===== src/rtl/core/a2rm_pkg.sv =====
// Shared types, widths and constants for the axis-angle to rotation matrix pipeline.
// No dependencies; every module of the block imports this package.
package a2rm_pkg;

   // Field widths.
   localparam int ANGLE_W = 18;
   localparam int AXIS_W  = 16;
   localparam int ENT_W   = 16;

   // Internal datapath widths.
   localparam int RED_W   = 36;   // Q30 angle before reduction
   localparam int QCNT_W  = 4;    // signed quarter-turn count, -5 to 5
   localparam int XY_W    = 33;   // CORDIC x and y, Q30
   localparam int Z_W     = 32;   // CORDIC residual angle, Q30
   localparam int C20_W   = 22;   // sine and cosine rounded to Q20
   localparam int V20_W   = 23;   // versine in Q20
   localparam int UU_W    = 32;   // axis products, Q28
   localparam int PUV_W   = 55;   // axis product times versine, Q48
   localparam int PUS_W   = 38;   // axis component times sine, Q34
   localparam int SUM_W   = 58;   // matrix entry before rounding, Q48
   localparam int RND_W   = 24;   // matrix entry rounded to Q14, before saturation

   localparam int ATAN_LEN     = 24;
   localparam int REDUCE_STEPS = 5;

   localparam logic signed [RED_W-1:0] Q30_QUARTER_PI = 36'sd843314857;
   localparam logic signed [RED_W-1:0] Q30_HALF_PI    = 36'sd1686629713;
   localparam logic signed [XY_W-1:0]  Q30_GAIN       = 33'sd652032874;

   // Quarter-pi plus j half-pi steps; the count of steps passed is the quadrant.
   localparam logic signed [RED_W-1:0] REDUCE_THR [REDUCE_STEPS] = '{
      36'sd843314857, 36'sd2529944570, 36'sd4216574283,
      36'sd5903203996, 36'sd7589833709
   };

   // Truncated Q30 arctangent of 2^-i.
   localparam logic signed [Z_W-1:0] ATAN_TAB [ATAN_LEN] = '{
      32'sh3243F6A8, 32'sh1DAC6705, 32'sh0FADBAFC, 32'sh07F56EA6, 32'sh03FEAB76,
      32'sh01FFD55B, 32'sh00FFFAAA, 32'sh007FFF55, 32'sh003FFFEA, 32'sh001FFFFD,
      32'sh000FFFFF, 32'sh0007FFFF, 32'sh0003FFFF, 32'sh0001FFFF, 32'sh0000FFFF,
      32'sh00007FFF, 32'sh00003FFF, 32'sh00001FFF, 32'sh00000FFF, 32'sh000007FF,
      32'sh000003FF, 32'sh000001FF, 32'sh000000FF, 32'sh0000007F
   };

   localparam logic signed [ENT_W-1:0] ENT_MAX = 16'sd16384;
   localparam logic signed [ENT_W-1:0] ENT_MIN = -16'sd16384;

   typedef enum logic [1:0] {
      QUAD_0,
      QUAD_90,
      QUAD_180,
      QUAD_270
   } quad_type;

   typedef struct packed {
      logic signed [AXIS_W-1:0] x;
      logic signed [AXIS_W-1:0] y;
      logic signed [AXIS_W-1:0] z;
   } axis_type;

   typedef struct packed {
      logic signed [XY_W-1:0] x;
      logic signed [XY_W-1:0] y;
      logic signed [Z_W-1:0]  z;
      quad_type               quad;
      axis_type               axis;
   } cordic_type;

endpackage


===== src/rtl/core/a2rm_cordic_stage.sv =====
// One rotation-mode CORDIC micro-rotation with its pipeline register.
// Depends on a2rm_pkg.
module a2rm_cordic_stage #(
   parameter int SHIFT = 0
) (
   input  logic                 clock,
   input  logic                 reset,
   input  logic                 in_valid,
   output logic                 in_ready,
   input  a2rm_pkg::cordic_type in_data,
   output logic                 out_valid,
   input  logic                 out_ready,
   output a2rm_pkg::cordic_type out_data
);
   import a2rm_pkg::*;

   logic                   valid_ff, valid_in;
   cordic_type             data_ff, data_in;
   logic signed [XY_W-1:0] x_cur, y_cur, xs, ys;
   logic signed [Z_W-1:0]  z_cur;

   assign in_ready = !valid_ff || out_ready;

   always_comb begin
      x_cur   = in_data.x;
      y_cur   = in_data.y;
      z_cur   = in_data.z;
      xs      = x_cur >>> SHIFT;
      ys      = y_cur >>> SHIFT;
      data_in = in_data;
      if (!z_cur[Z_W-1]) begin
         data_in.x = x_cur - ys;
         data_in.y = y_cur + xs;
         data_in.z = z_cur - ATAN_TAB[SHIFT];
      end else begin
         data_in.x = x_cur + ys;
         data_in.y = y_cur - xs;
         data_in.z = z_cur + ATAN_TAB[SHIFT];
      end
      valid_in = in_ready ? in_valid : valid_ff;
   end

   always_ff @(posedge clock) begin
      if (reset) begin
         valid_ff <= 1'b0;
      end else begin
         valid_ff <= valid_in;
      end
   end

   always_ff @(posedge clock) begin
      if (in_ready && in_valid) begin
         data_ff <= data_in;
      end
   end

   assign out_valid = valid_ff;
   assign out_data  = data_ff;

endmodule


===== config.mk =====
export PLATFORM = sky130hd
export DESIGN_NAME = a2rm_cordic_stage
export DESIGN_NICKNAME = d
export VERILOG_FILES = /design/src/rtl/core/a2rm_pkg.sv /design/src/rtl/core/a2rm_cordic_stage.sv
export SDC_FILE = /design/constraint.sdc
export NUM_CORES = 1
export LEC_CHECK = 0
export ABC_CLOCK_PERIOD_IN_PS = 8800
export BUFFER_PORTS_ARGS = -buffer_cell sky130_fd_sc_hd__buf_2
export CORE_ASPECT_RATIO = 1.1
export CORE_MARGIN = 10
export CORE_UTILIZATION = 40
export CTS_BUF_LIST = sky130_fd_sc_hd__clkbuf_16
export DETAILED_ROUTE_END_ITERATION = 8
export PLACE_DENSITY_LB_ADDON = 0.2
export SLEW_MARGIN = 20
export SYNTH_ARGS = -nofsm -noshare
export SYNTH_HDL_FRONTEND = slang
export SYNTH_SLANG_ARGS = --single-unit

===== constraint.sdc =====
create_clock -name clock -period 8.8 [get_ports clock]
set_clock_uncertainty 0.05 [all_clocks]
set_input_delay 0.88 -clock clock [delete_from_list [all_inputs] [get_ports clock]]
set_output_delay 0.88 -clock clock [all_outputs]
set_load 0.005 [all_outputs]

==> results, run 1 <==
- The fraction of synthesized cell area taken by the top area cell type is 0.3807.
- Of the total power, the share spent switching nets is 0.3328.
- Summed over all nets, wire length on met3 after detailed routing comes to 2833 um.
- Gates resized during post-CTS repair numbered 0.
- Of the total power, registers draw 0.380.
- The synthesized design spends more area on one cell type than any other, namely sky130_fd_sc_hd__edfxtp_1.
- Setup violations remaining at the end of the flow were counted as 0.
- The clock-pin slew reported for the worst setup and hold paths after clock tree synthesis is 70 ps.
- In the synthesized netlist the dominant register cell turns out to be sky130_fd_sc_hd__edfxtp_1.
- Buffers placed on the I/O ports in this run total 301.
- The largest family of logic cells by synthesized area is compound AO/OA/AOI/OAI gates.
- The H-tree was split into 4 levels.
- STA puts the critical path data arrival time at 3960 ps.
- Traced cell by cell, the critical path runs through buf_4, buf_4, ha_1, a21o_1, a21o_1, a21oi_1, o21ai_1, nor2_1, o221ai_1, mux2i_1, a2111oi_0.
- By startpoint and endpoint, the worst setup path is classified as primary input to flip-flop.
- The critical path startpoint category is a primary input.
- The multiplexer fraction of the synthesized cell area is 0.01640.
- The die height is 198.6 um.
- Across all layers, the routed design uses 10240 vias.
- The transition at the pin with the smallest max-transition slack is 1036 ps.
- The power share of the combinational group is 0.296.
- The finished layout cell area is 14000 um^2.
- The first element of the critical path is in_data[81].
- The share of total power dissipated in the clock network is 0.324.
- The routed via count divided by cell count is 5.447.
- Synthesis produced a netlist whose cell count is 1223.
- The final cell count without fillers is 1880.
- The post-synthesis share of cell area spent on xor and xnor gates is 0.06647.
- Setup repair after global routing left no endpoint under its margin.
- The pre-antenna-repair detailed-routing pass consisted of 6 iterations.
- TritonCTS built the clock tree.
- Fill cells in the final layout number 2781.
- The largest single stage delay on the critical path is 710 ps.
- The overall routing resource usage is 0.2030.
- The number of antenna violations at the first check in global routing is 1.
- The pin count of the biggest net entering global routing is 85.
- Summed over all nets, the switching power comes to 0.0007957 W.
- The final critical delay including setup and external delays is 3832 ps.
- Leaving out fill and tap cells, the most frequent cell in the layout is sky130_fd_sc_hd__buf_2.
- Of the cells placed in the final design, the portion with a size suffix greater than 1 is 0.2442.
- The power density over the cells is 170.8 nW/um^2.
- The critical path's slowest cell is sky130_fd_sc_hd__buf_4.
- The number of placed I/O pins is 302.
- For this run, design rule violations remaining after detail routing come to 0.
- The max capacitance violation total is 0.
- The final count of pins violating max slew is 0.
- The worst register-to-register path has a depth of 3.
- In this run the cell area measured after placement is 13380 um^2.
- The wire length of the first global-routing pass is 58470 um.
- The worst slack after detailed placement is 4550 ps.
- In this run the most critical hold path is launched from out_valid.
- The number of flops mapped to enable cells by yosys is 147.
- Of the total synthesized cell area, the portion taken by full adders, half adders and majority gates is 0.1396.
- Compared with the post-synthesis result, the final layout area differs by 20.73%.
- In this run the remaining antenna-violating nets after routing total 0.
- The die covers 36210 um^2.
- The number of setup buffers added after CTS is 0.
- Dividing the synthesized area by the synthesized cell count gives 9.482 um^2.
- In this run the critical register-to-register path is launched from out_valid.
- Total power for the finished layout comes to 0.002391 W.
- The multi-input combinational cells in the finished layout cover a total of 6526 um^2.
- The number of stages on the worst hold path is 2.
- Of the synthesized area, sequential elements account for 0.3824.
- By area the synthesized netlist is led by sky130_fd_sc_hd__edfxtp_1 (38%), sky130_fd_sc_hd__ha_1 (13%), sky130_fd_sc_hd__a21oi_1 (5.7%).
- The routed design has 38340 um of wire.
- Counting every net in the synthesized netlist gives 1502.
- In the final layout, flip-flops and latches occupy 4434 um^2.
- The maximum vdd drop is 0.0001057 V.
- The tree built by TritonCTS fans out to 148 sinks.
- The type of the most critical hold path is flip-flop to flip-flop.
- The run finished with clean final reports.
- The routed design uses 18090 um of met2 wire.
- For this run, the number of Yosys warnings is 0.
- Summed over all nets, the half-perimeter wirelength after detailed placement is 30600 um.
- The global route total overflow is 0.
- For the final routed database, the setup TNS stands at 0 ps.
- The distinct cell type count of the synthesized netlist is 84.
- After clock tree synthesis, the flow added hold-fix buffers numbering 0.
- The number of cell rows is 65.
- The internal power consumption is 0.001596 W.
- The maximum buffer depth of the clock tree is 2.
- For the worst setup path, the data required time is 8930 ps.
- The post-synthesis simple-gate area fraction is 0.1258.
- The per-cell routed wire length is 20.40 um.
- In this run the top signal layer used is met4.
- Based on the critical path, the design can be clocked at up to 260.9 MHz.
- The register bit total from synthesis is 148.
- The setup slack of the critical path after layout is 4968 ps.
- The effective utilization at floorplan is 0.4051.
- The leakage power of the design is 6.155 nW.
- STA classifies the critical path endpoint as a flip-flop.
- For this run, asynchronously set or reset flops after synthesis account for 0.
- The area of the mapped netlist is 11600 um^2.
- Of all nets on the critical path, the largest fanout is 84.
- The library cells used most frequently in the layout, excluding fill and tap cells, are sky130_fd_sc_hd__buf_2 (300), sky130_fd_sc_hd__edfxtp_1 (147), sky130_fd_sc_hd__a21oi_1 (133).
- The worst pin sits at a relative slew slack of 0.3090.
- The die extent in x is 182.3 um.
- After detailed routing, the wire length on met1 is 16710 um.
- The area fraction in compound gates after synthesis is 0.2143.
- The final-report hold violation count came to 0.
- In this run, the number of DRC markers left after iteration 0 of detailed routing was 793.
- The final net count is 1777.
- The number of clock buffers added by TritonCTS is 17.
- The via count of the first global-routing pass is 10130.
- The number of cells in the design after placement is 1847.
- After floorplanning, the core was sized to cover 28630 um^2.
- The final weighted congestion in routability-driven placement is 0.9188.
- In this run the clock root is driven by a sky130_fd_sc_hd__clkbuf_16.
- The insertion delay of the later-clocked pin in the worst-skew pair is 430 ps.
- The final period utilization is 0.4355.
[state kept, by name (all words and copies together), names as in the netlist]
| signal | cells |
|---|---|
| out_data | 147 |
| out_valid | 1 |
[worst max-delay path, delay by kind of cell]
family / cells / cell delay (ps)
AND/OR/NAND/NOR: 1 / 190
AO/OA/AOI/OAI: 6 / 1350
buffers and inverters: 2 / 890
multiplexers: 1 / 160
adder cells (fa/ha/maj): 1 / 460
[power by group through the flow]
stage / Sequential [W] / Combinational [W] / Clock (W)
finish: 0.000909 / 0.000708 / 0.000774
global route: 0.000916 / 0.000781 / 0.000821
CTS: 0.000911 / 0.000708 / 0.000794
detailed placement: 0.000925 / 0.000705 / 0
global placement: 0.000924 / 0.000702 / 0
floorplan: 0.000934 / 0.000430 / 0
[layer usage]
layer  track usage  vias to the layer above
li1              -                     4971
met1        0.2588                     4836
met2        0.3363                      397
met3       0.04834                       36
met4       0.05698                        0
met5             0                        -
[cells in the mapped netlist (all sizes together) (14+ instances only)]
cell	count
ha	123
xnor2	66
nor2b	18
a21o	30
nand3	21
a21oi	135
buf	19
o21ai	91
xor2	22
nand2	77
nor3	19
nor2	91
nand2b	14
mux2i	19
o21bai	16
nand4	16
edfxtp	147
clkbuf	29
inv	113
[cell families after synthesis]
family | count (synthesis)
compound gates | 379
simple gates | 299
buf+inv | 163
flops | 148
fa+ha+maj | 127
xor+xnor | 88
mux | 19
[cell type report]
type,count,area share
clock inverter,15,0.01341
multi-input combinational,912,0.4662
sequential,148,0.3167
tap,368,0.03289
inverter,115,0.03083
timing repair buffer,304,0.1094
antenna,1,0.0001787
clock buffer,17,0.03039
[per-stage QoR]
stage,utilization,hold WS [ps]
global route,0.4890,512.0
floorplan,-,472.5
finish,0.4890,477.7
CTS,0.4889,483.3
detailed placement,0.4675,468.6
global placement,0.4675,454.5
[worst paths after layout]
kind                   to  slack (ps)
max reg2reg  out_data[85]        6160
max          out_data[78]        4970
min reg2reg     out_valid         480
min             out_valid         480
Power figures use the tool's default switching activity.
==> run 2: changes to the inputs <==
- ABC_AREA: default -> 1
- ABC_CLOCK_PERIOD_IN_PS: 8800 -> 3900
- clock period: 8.8 -> 3.9 ns (I/O delays scaled with it)
==> results, run 2 <==
- Run status: finished clean (unchanged).
- The length of routed met3 wiring is 3752 um (was 2833 um).
- The final count of pins violating max slew was 0 (unchanged).
- Setup repair after global routing missed its margin: no (unchanged).
- The routed via count divided by cell count is 5.048 (was 5.447).
- Top area cells in the synthesized netlist: sky130_fd_sc_hd__edfxtp_1 (32%), sky130_fd_sc_hd__nand2_1 (20%), sky130_fd_sc_hd__ha_1 (11%) (was sky130_fd_sc_hd__edfxtp_1 (38%), sky130_fd_sc_hd__ha_1 (13%), sky130_fd_sc_hd__a21oi_1 (5.7%)).
- The total half-perimeter wirelength after legalization and detailed placement is 45490 um (was 30600 um).
- The number of flops mapped to enable cells by yosys is 147 (unchanged).
- The number of fill cells in the layout was 3628 (was 2781).
- The total CTS buffers is 17 (unchanged).
- The number of instances resized during post-cts repair is 0 (unchanged).
- The critical path's slowest cell was sky130_fd_sc_hd__ha_1 (was sky130_fd_sc_hd__buf_4).
- The count of buffering cells on the critical path with inverters included is 3 (was 2).
- Most frequent cells after synthesis: sky130_fd_sc_hd__nand2_1 (729), sky130_fd_sc_hd__inv_1 (375), sky130_fd_sc_hd__nand3_1 (175) (was sky130_fd_sc_hd__edfxtp_1 (147), sky130_fd_sc_hd__a21oi_1 (133), sky130_fd_sc_hd__ha_1 (123)).
- The area growth from synthesis to layout was 17.95% (was 20.73%).
- The distinct cell type count of the synthesized netlist is 36 (was 84).
- The per-cell routed wire length is 19.15 um (was 20.40 um).
- The area of the core is 34020 um^2 (was 28630 um^2).
- The multi-input combinational cell area is 7631 um^2 (was 6526 um^2).
- The number of cell rows was 71 (was 65).
- The arrival time of data at the critical path endpoint is 2590 ps (was 3960 ps).
- The number of cells in the design after placement came to 2748 (was 1847).
- The number of buffers added on ports came to 301 (unchanged).
- The final net count is 2608 (was 1777).
- The library cell used as clock root buffer is sky130_fd_sc_hd__clkbuf_16 (unchanged).
- The worst slack after detailed placement is 1017 ps (was 4550 ps).
- The register-to-register setup slack is 2240 ps (was 6160 ps).
- The most numerous cell type found on the critical path is sky130_fd_sc_hd__nand2_1.
- The via count of the first global-routing pass is 13770 (was 10130).
- Of the available clock period, the critical path in the final layout requires 0.6315.
- The max capacitance violation total is 0 (unchanged).
- The transition at the pin with the smallest max-transition slack was 841.3 ps (was 1036 ps).
- The maximum vdd drop came to 0.0002768 V (was 0.0001057 V).
- The fraction of synthesis flops using an asynchronous set or reset pin was 0 (unchanged).
- The most used flip-flop cell after synthesis was sky130_fd_sc_hd__edfxtp_1 (unchanged).
- The final-report hold violation count was 0 (unchanged).
- The setup slack of the critical path after layout is 1437 ps (was 4968 ps).
- The final-layout setup total negative slack was 0 ps (unchanged).
- The worst slew margin relative to its limit is 0.4391 (was 0.3090).
- The logic depth of the worst register-to-register path came to 2 (was 3).
- The gate count after technology mapping came to 2047 (was 1223).
- The global route total overflow is 0 (unchanged).
- The die extent in x came to 196.6 um (was 182.3 um).
- The power density over the cells is 344.1 nW/um^2 (was 170.8 nW/um^2).
- The CTS tree is built (unchanged).
- The total length of routed wires is 53250 um (was 38340 um).
- The reg-to-reg endpoint is out_data[3] (was out_data[85]).
- The maximum buffer depth of the clock tree was 2 (unchanged).
- The count of H-tree levels built during CTS was 4 (unchanged).
- The register bit total from synthesis is 148 (unchanged).
- The worst path in the final design needs a cycle of 2463 ps, including I/O delays and setup.
- The number of setup buffers added after CTS is 0 (unchanged).
- The residual antenna-violating net count after detailed routing was 0 (unchanged).
- The pin count of the biggest net entering global routing was 68 (was 85).
- The die height is 214.3 um (was 198.6 um).
- The met1 wire length is 23200 um (was 16710 um).
- The number of nets produced by synthesis is 2326 (was 1502).
- The flip-flop and latch area is 4434 um^2 (unchanged).
- The number of placed I/O pins is 302 (unchanged).
- The instance area at placement was 15580 um^2 (was 13380 um^2).
- The number of antenna violations at the first check in global routing was 0 (was 1).
- The sink of the worst hold path is out_valid (unchanged).
- For this run, the top clock speed supported by timing is 406.0 MHz.
- The type of the setup path with the least slack is primary input to flip-flop (unchanged).
- The critical path data required time was 4020 ps (was 8930 ps).
- The post-synthesis cell type with the largest combined area is sky130_fd_sc_hd__edfxtp_1 (unchanged).
- The leakage power of the design is 8.860 nW (was 6.155 nW).
- The area of the mapped netlist is 13730 um^2 (was 11600 um^2).
- The final cell count without fillers is 2780 (was 1880).
- The highest metal layer with signal wires is met4 (unchanged).
- The worst flop-to-flop path startpoint is out_valid (unchanged).
- The share of synthesized area occupied by flip-flops and latches is 0.3230 (was 0.3824).
- The overall routing resource usage is 0.2441 (was 0.2030).
- The count of final setup violators was 0 (unchanged).
- The wire length of the first global-routing pass was 79880 um (was 58470 um).
- The maximum fanout along the worst path is 10 (was 84).
- The cell with the most instances after synthesis is sky130_fd_sc_hd__nand2_1 (was sky130_fd_sc_hd__edfxtp_1).
- The hold path startpoint is reset (was out_valid).
- The total number of yosys warnings is 0 (unchanged).
- The number of stages on the worst hold path is 2 (unchanged).
- The number of buffers added to fix hold violations after cts is 0 (unchanged).
- The family of cells with the greatest summed delay on the critical path is compound AO/OA/AOI/OAI gates (unchanged).
- The count of inserted antenna diode cells is 0 (was 1).
- The fraction of layout cells with a size suffix above 1 is 0.1546 (was 0.2442).
- The overall power is 0.005572 W (was 0.002391 W).
- The fraction of synthesized cell area taken by the top area cell type is 0.3216 (was 0.3807).
- The effective utilization at floorplan was 0.4034 (was 0.4051).
- Leading cell types in the layout, fill and taps excluded: sky130_fd_sc_hd__nand2_1 (729), sky130_fd_sc_hd__inv_1 (375), sky130_fd_sc_hd__buf_2 (301) (was sky130_fd_sc_hd__buf_2 (300), sky130_fd_sc_hd__edfxtp_1 (147), sky130_fd_sc_hd__a21oi_1 (133)).
- The element type at the critical path end is a flip-flop (unchanged).
- The area enclosed by the die boundary is 42140 um^2 (was 36210 um^2).
- The met2 wirelength from detailed routing is 24750 um (was 18090 um).
- The leading cell type in the layout, fill and taps excluded is sky130_fd_sc_hd__nand2_1 (was sky130_fd_sc_hd__buf_2).
- The type of the most critical hold path was primary input to flip-flop (was flip-flop to flip-flop).
- The longest individual stage delay on the worst path is 500 ps (was 710 ps).
- The finished layout cell area came to 16190 um^2 (was 14000 um^2).
- The via total after detailed routing was 14030 (was 10240).
- The critical path startpoint category was a primary input (unchanged).
- The final weighted congestion in routability-driven placement is 0.9763 (was 0.9188).
- The remaining design rule violation count came to 0 (unchanged).
- The clock-pin slew reported for the worst setup and hold paths after clock tree synthesis is 70 ps (about the same).
- The number of flip-flops in the largest register is 147 (unchanged).
- The detailed router's first-iteration violation count is 1091 (was 793).
- The number of detailed-route iterations in the first pass was 6 (unchanged).
- The mean instance size in the synthesized netlist is 6.706 um^2 (was 9.482 um^2).
- The insertion delay of the later-clocked pin in the worst-skew pair came to 430 ps (about the same).
- The clock sink count came to 148 (unchanged).
- Worst-path cell chain: buf_2, inv_1, ha_1, inv_1, nand2_1, nand2_1, a21oi_1, nand2_1, nand2_1, nand2_1, xor2_1, o21ai_0 (was buf_4, buf_4, ha_1, a21o_1, a21o_1, a21oi_1, o21ai_1, nor2_1, o221ai_1, mux2i_1, a2111oi_0).
[run 2: how the worst max path moves through the flow]
stage | endpoint | cells past startpoint | slack (ps) | start
2_1_floorplan | out_data[0] | 2 | 490 | out_ready
3_3_place_gp | out_data[130] | 14 | 1050 | in_data[86]
3_5_place_dp | out_data[71] | 14 | 1020 | in_data[81]
4_1_cts | out_data[71] | 14 | 1500 | in_data[81]
5_1_grt | out_data[79] | 14 | 1180 | in_data[81]
6_report | out_data[131] | 12 | 1440 | in_data[87]
[run 2: power breakdown]
part / leakage (nW) / internal, W / switching, W / total, W
clock: 0.297 / 0.000924 / 0.000761 / 0.00168
sequential: 1.43 / 0.00196 / 0.0000537 / 0.00202
combinational: 7.13 / 0.000601 / 0.00127 / 0.00187
[run 2: routing by layer]
layer  GRT usage  up-vias
li1            -     7013
met4     0.08316        0
met5           0        -
met2      0.4052      528
met1      0.3140     6429
met3     0.04018       64
[run 2: cell type report]
class	instances	share of cell area
Tap cell	438	0.03385
Clock inverter	15	0.01121
Timing Repair Buffer	307	0.09583
Inverter	378	0.08764
Multi-Input combinational cell	1477	0.4713
Clock buffer	17	0.02628
Sequential cell	148	0.2739
[run 2: logic make-up after synthesis]
| family | Yosys count | share of synthesized area |
|---|---|---|
| buffers and inverters | 422 | 0.1219 |
| adder cells (fa/ha/maj) | 127 | 0.1179 |
| AO/OA/AOI/OAI | 208 | 0.08222 |
| AND/OR/NAND/NOR | 1099 | 0.3275 |
| flip-flops | 148 | 0.3230 |
| XOR/XNOR | 43 | 0.02744 |
[run 2: per-stage QoR]
stage	hold WS, ps	utilization
6_report	57.38	0.4759
5_1_grt	55.43	0.4759
4_1_cts	30.90	0.4759
3_5_place_dp	496.1	0.4580
3_3_place_gp	486.7	0.4580
2_1_floorplan	409.1	-
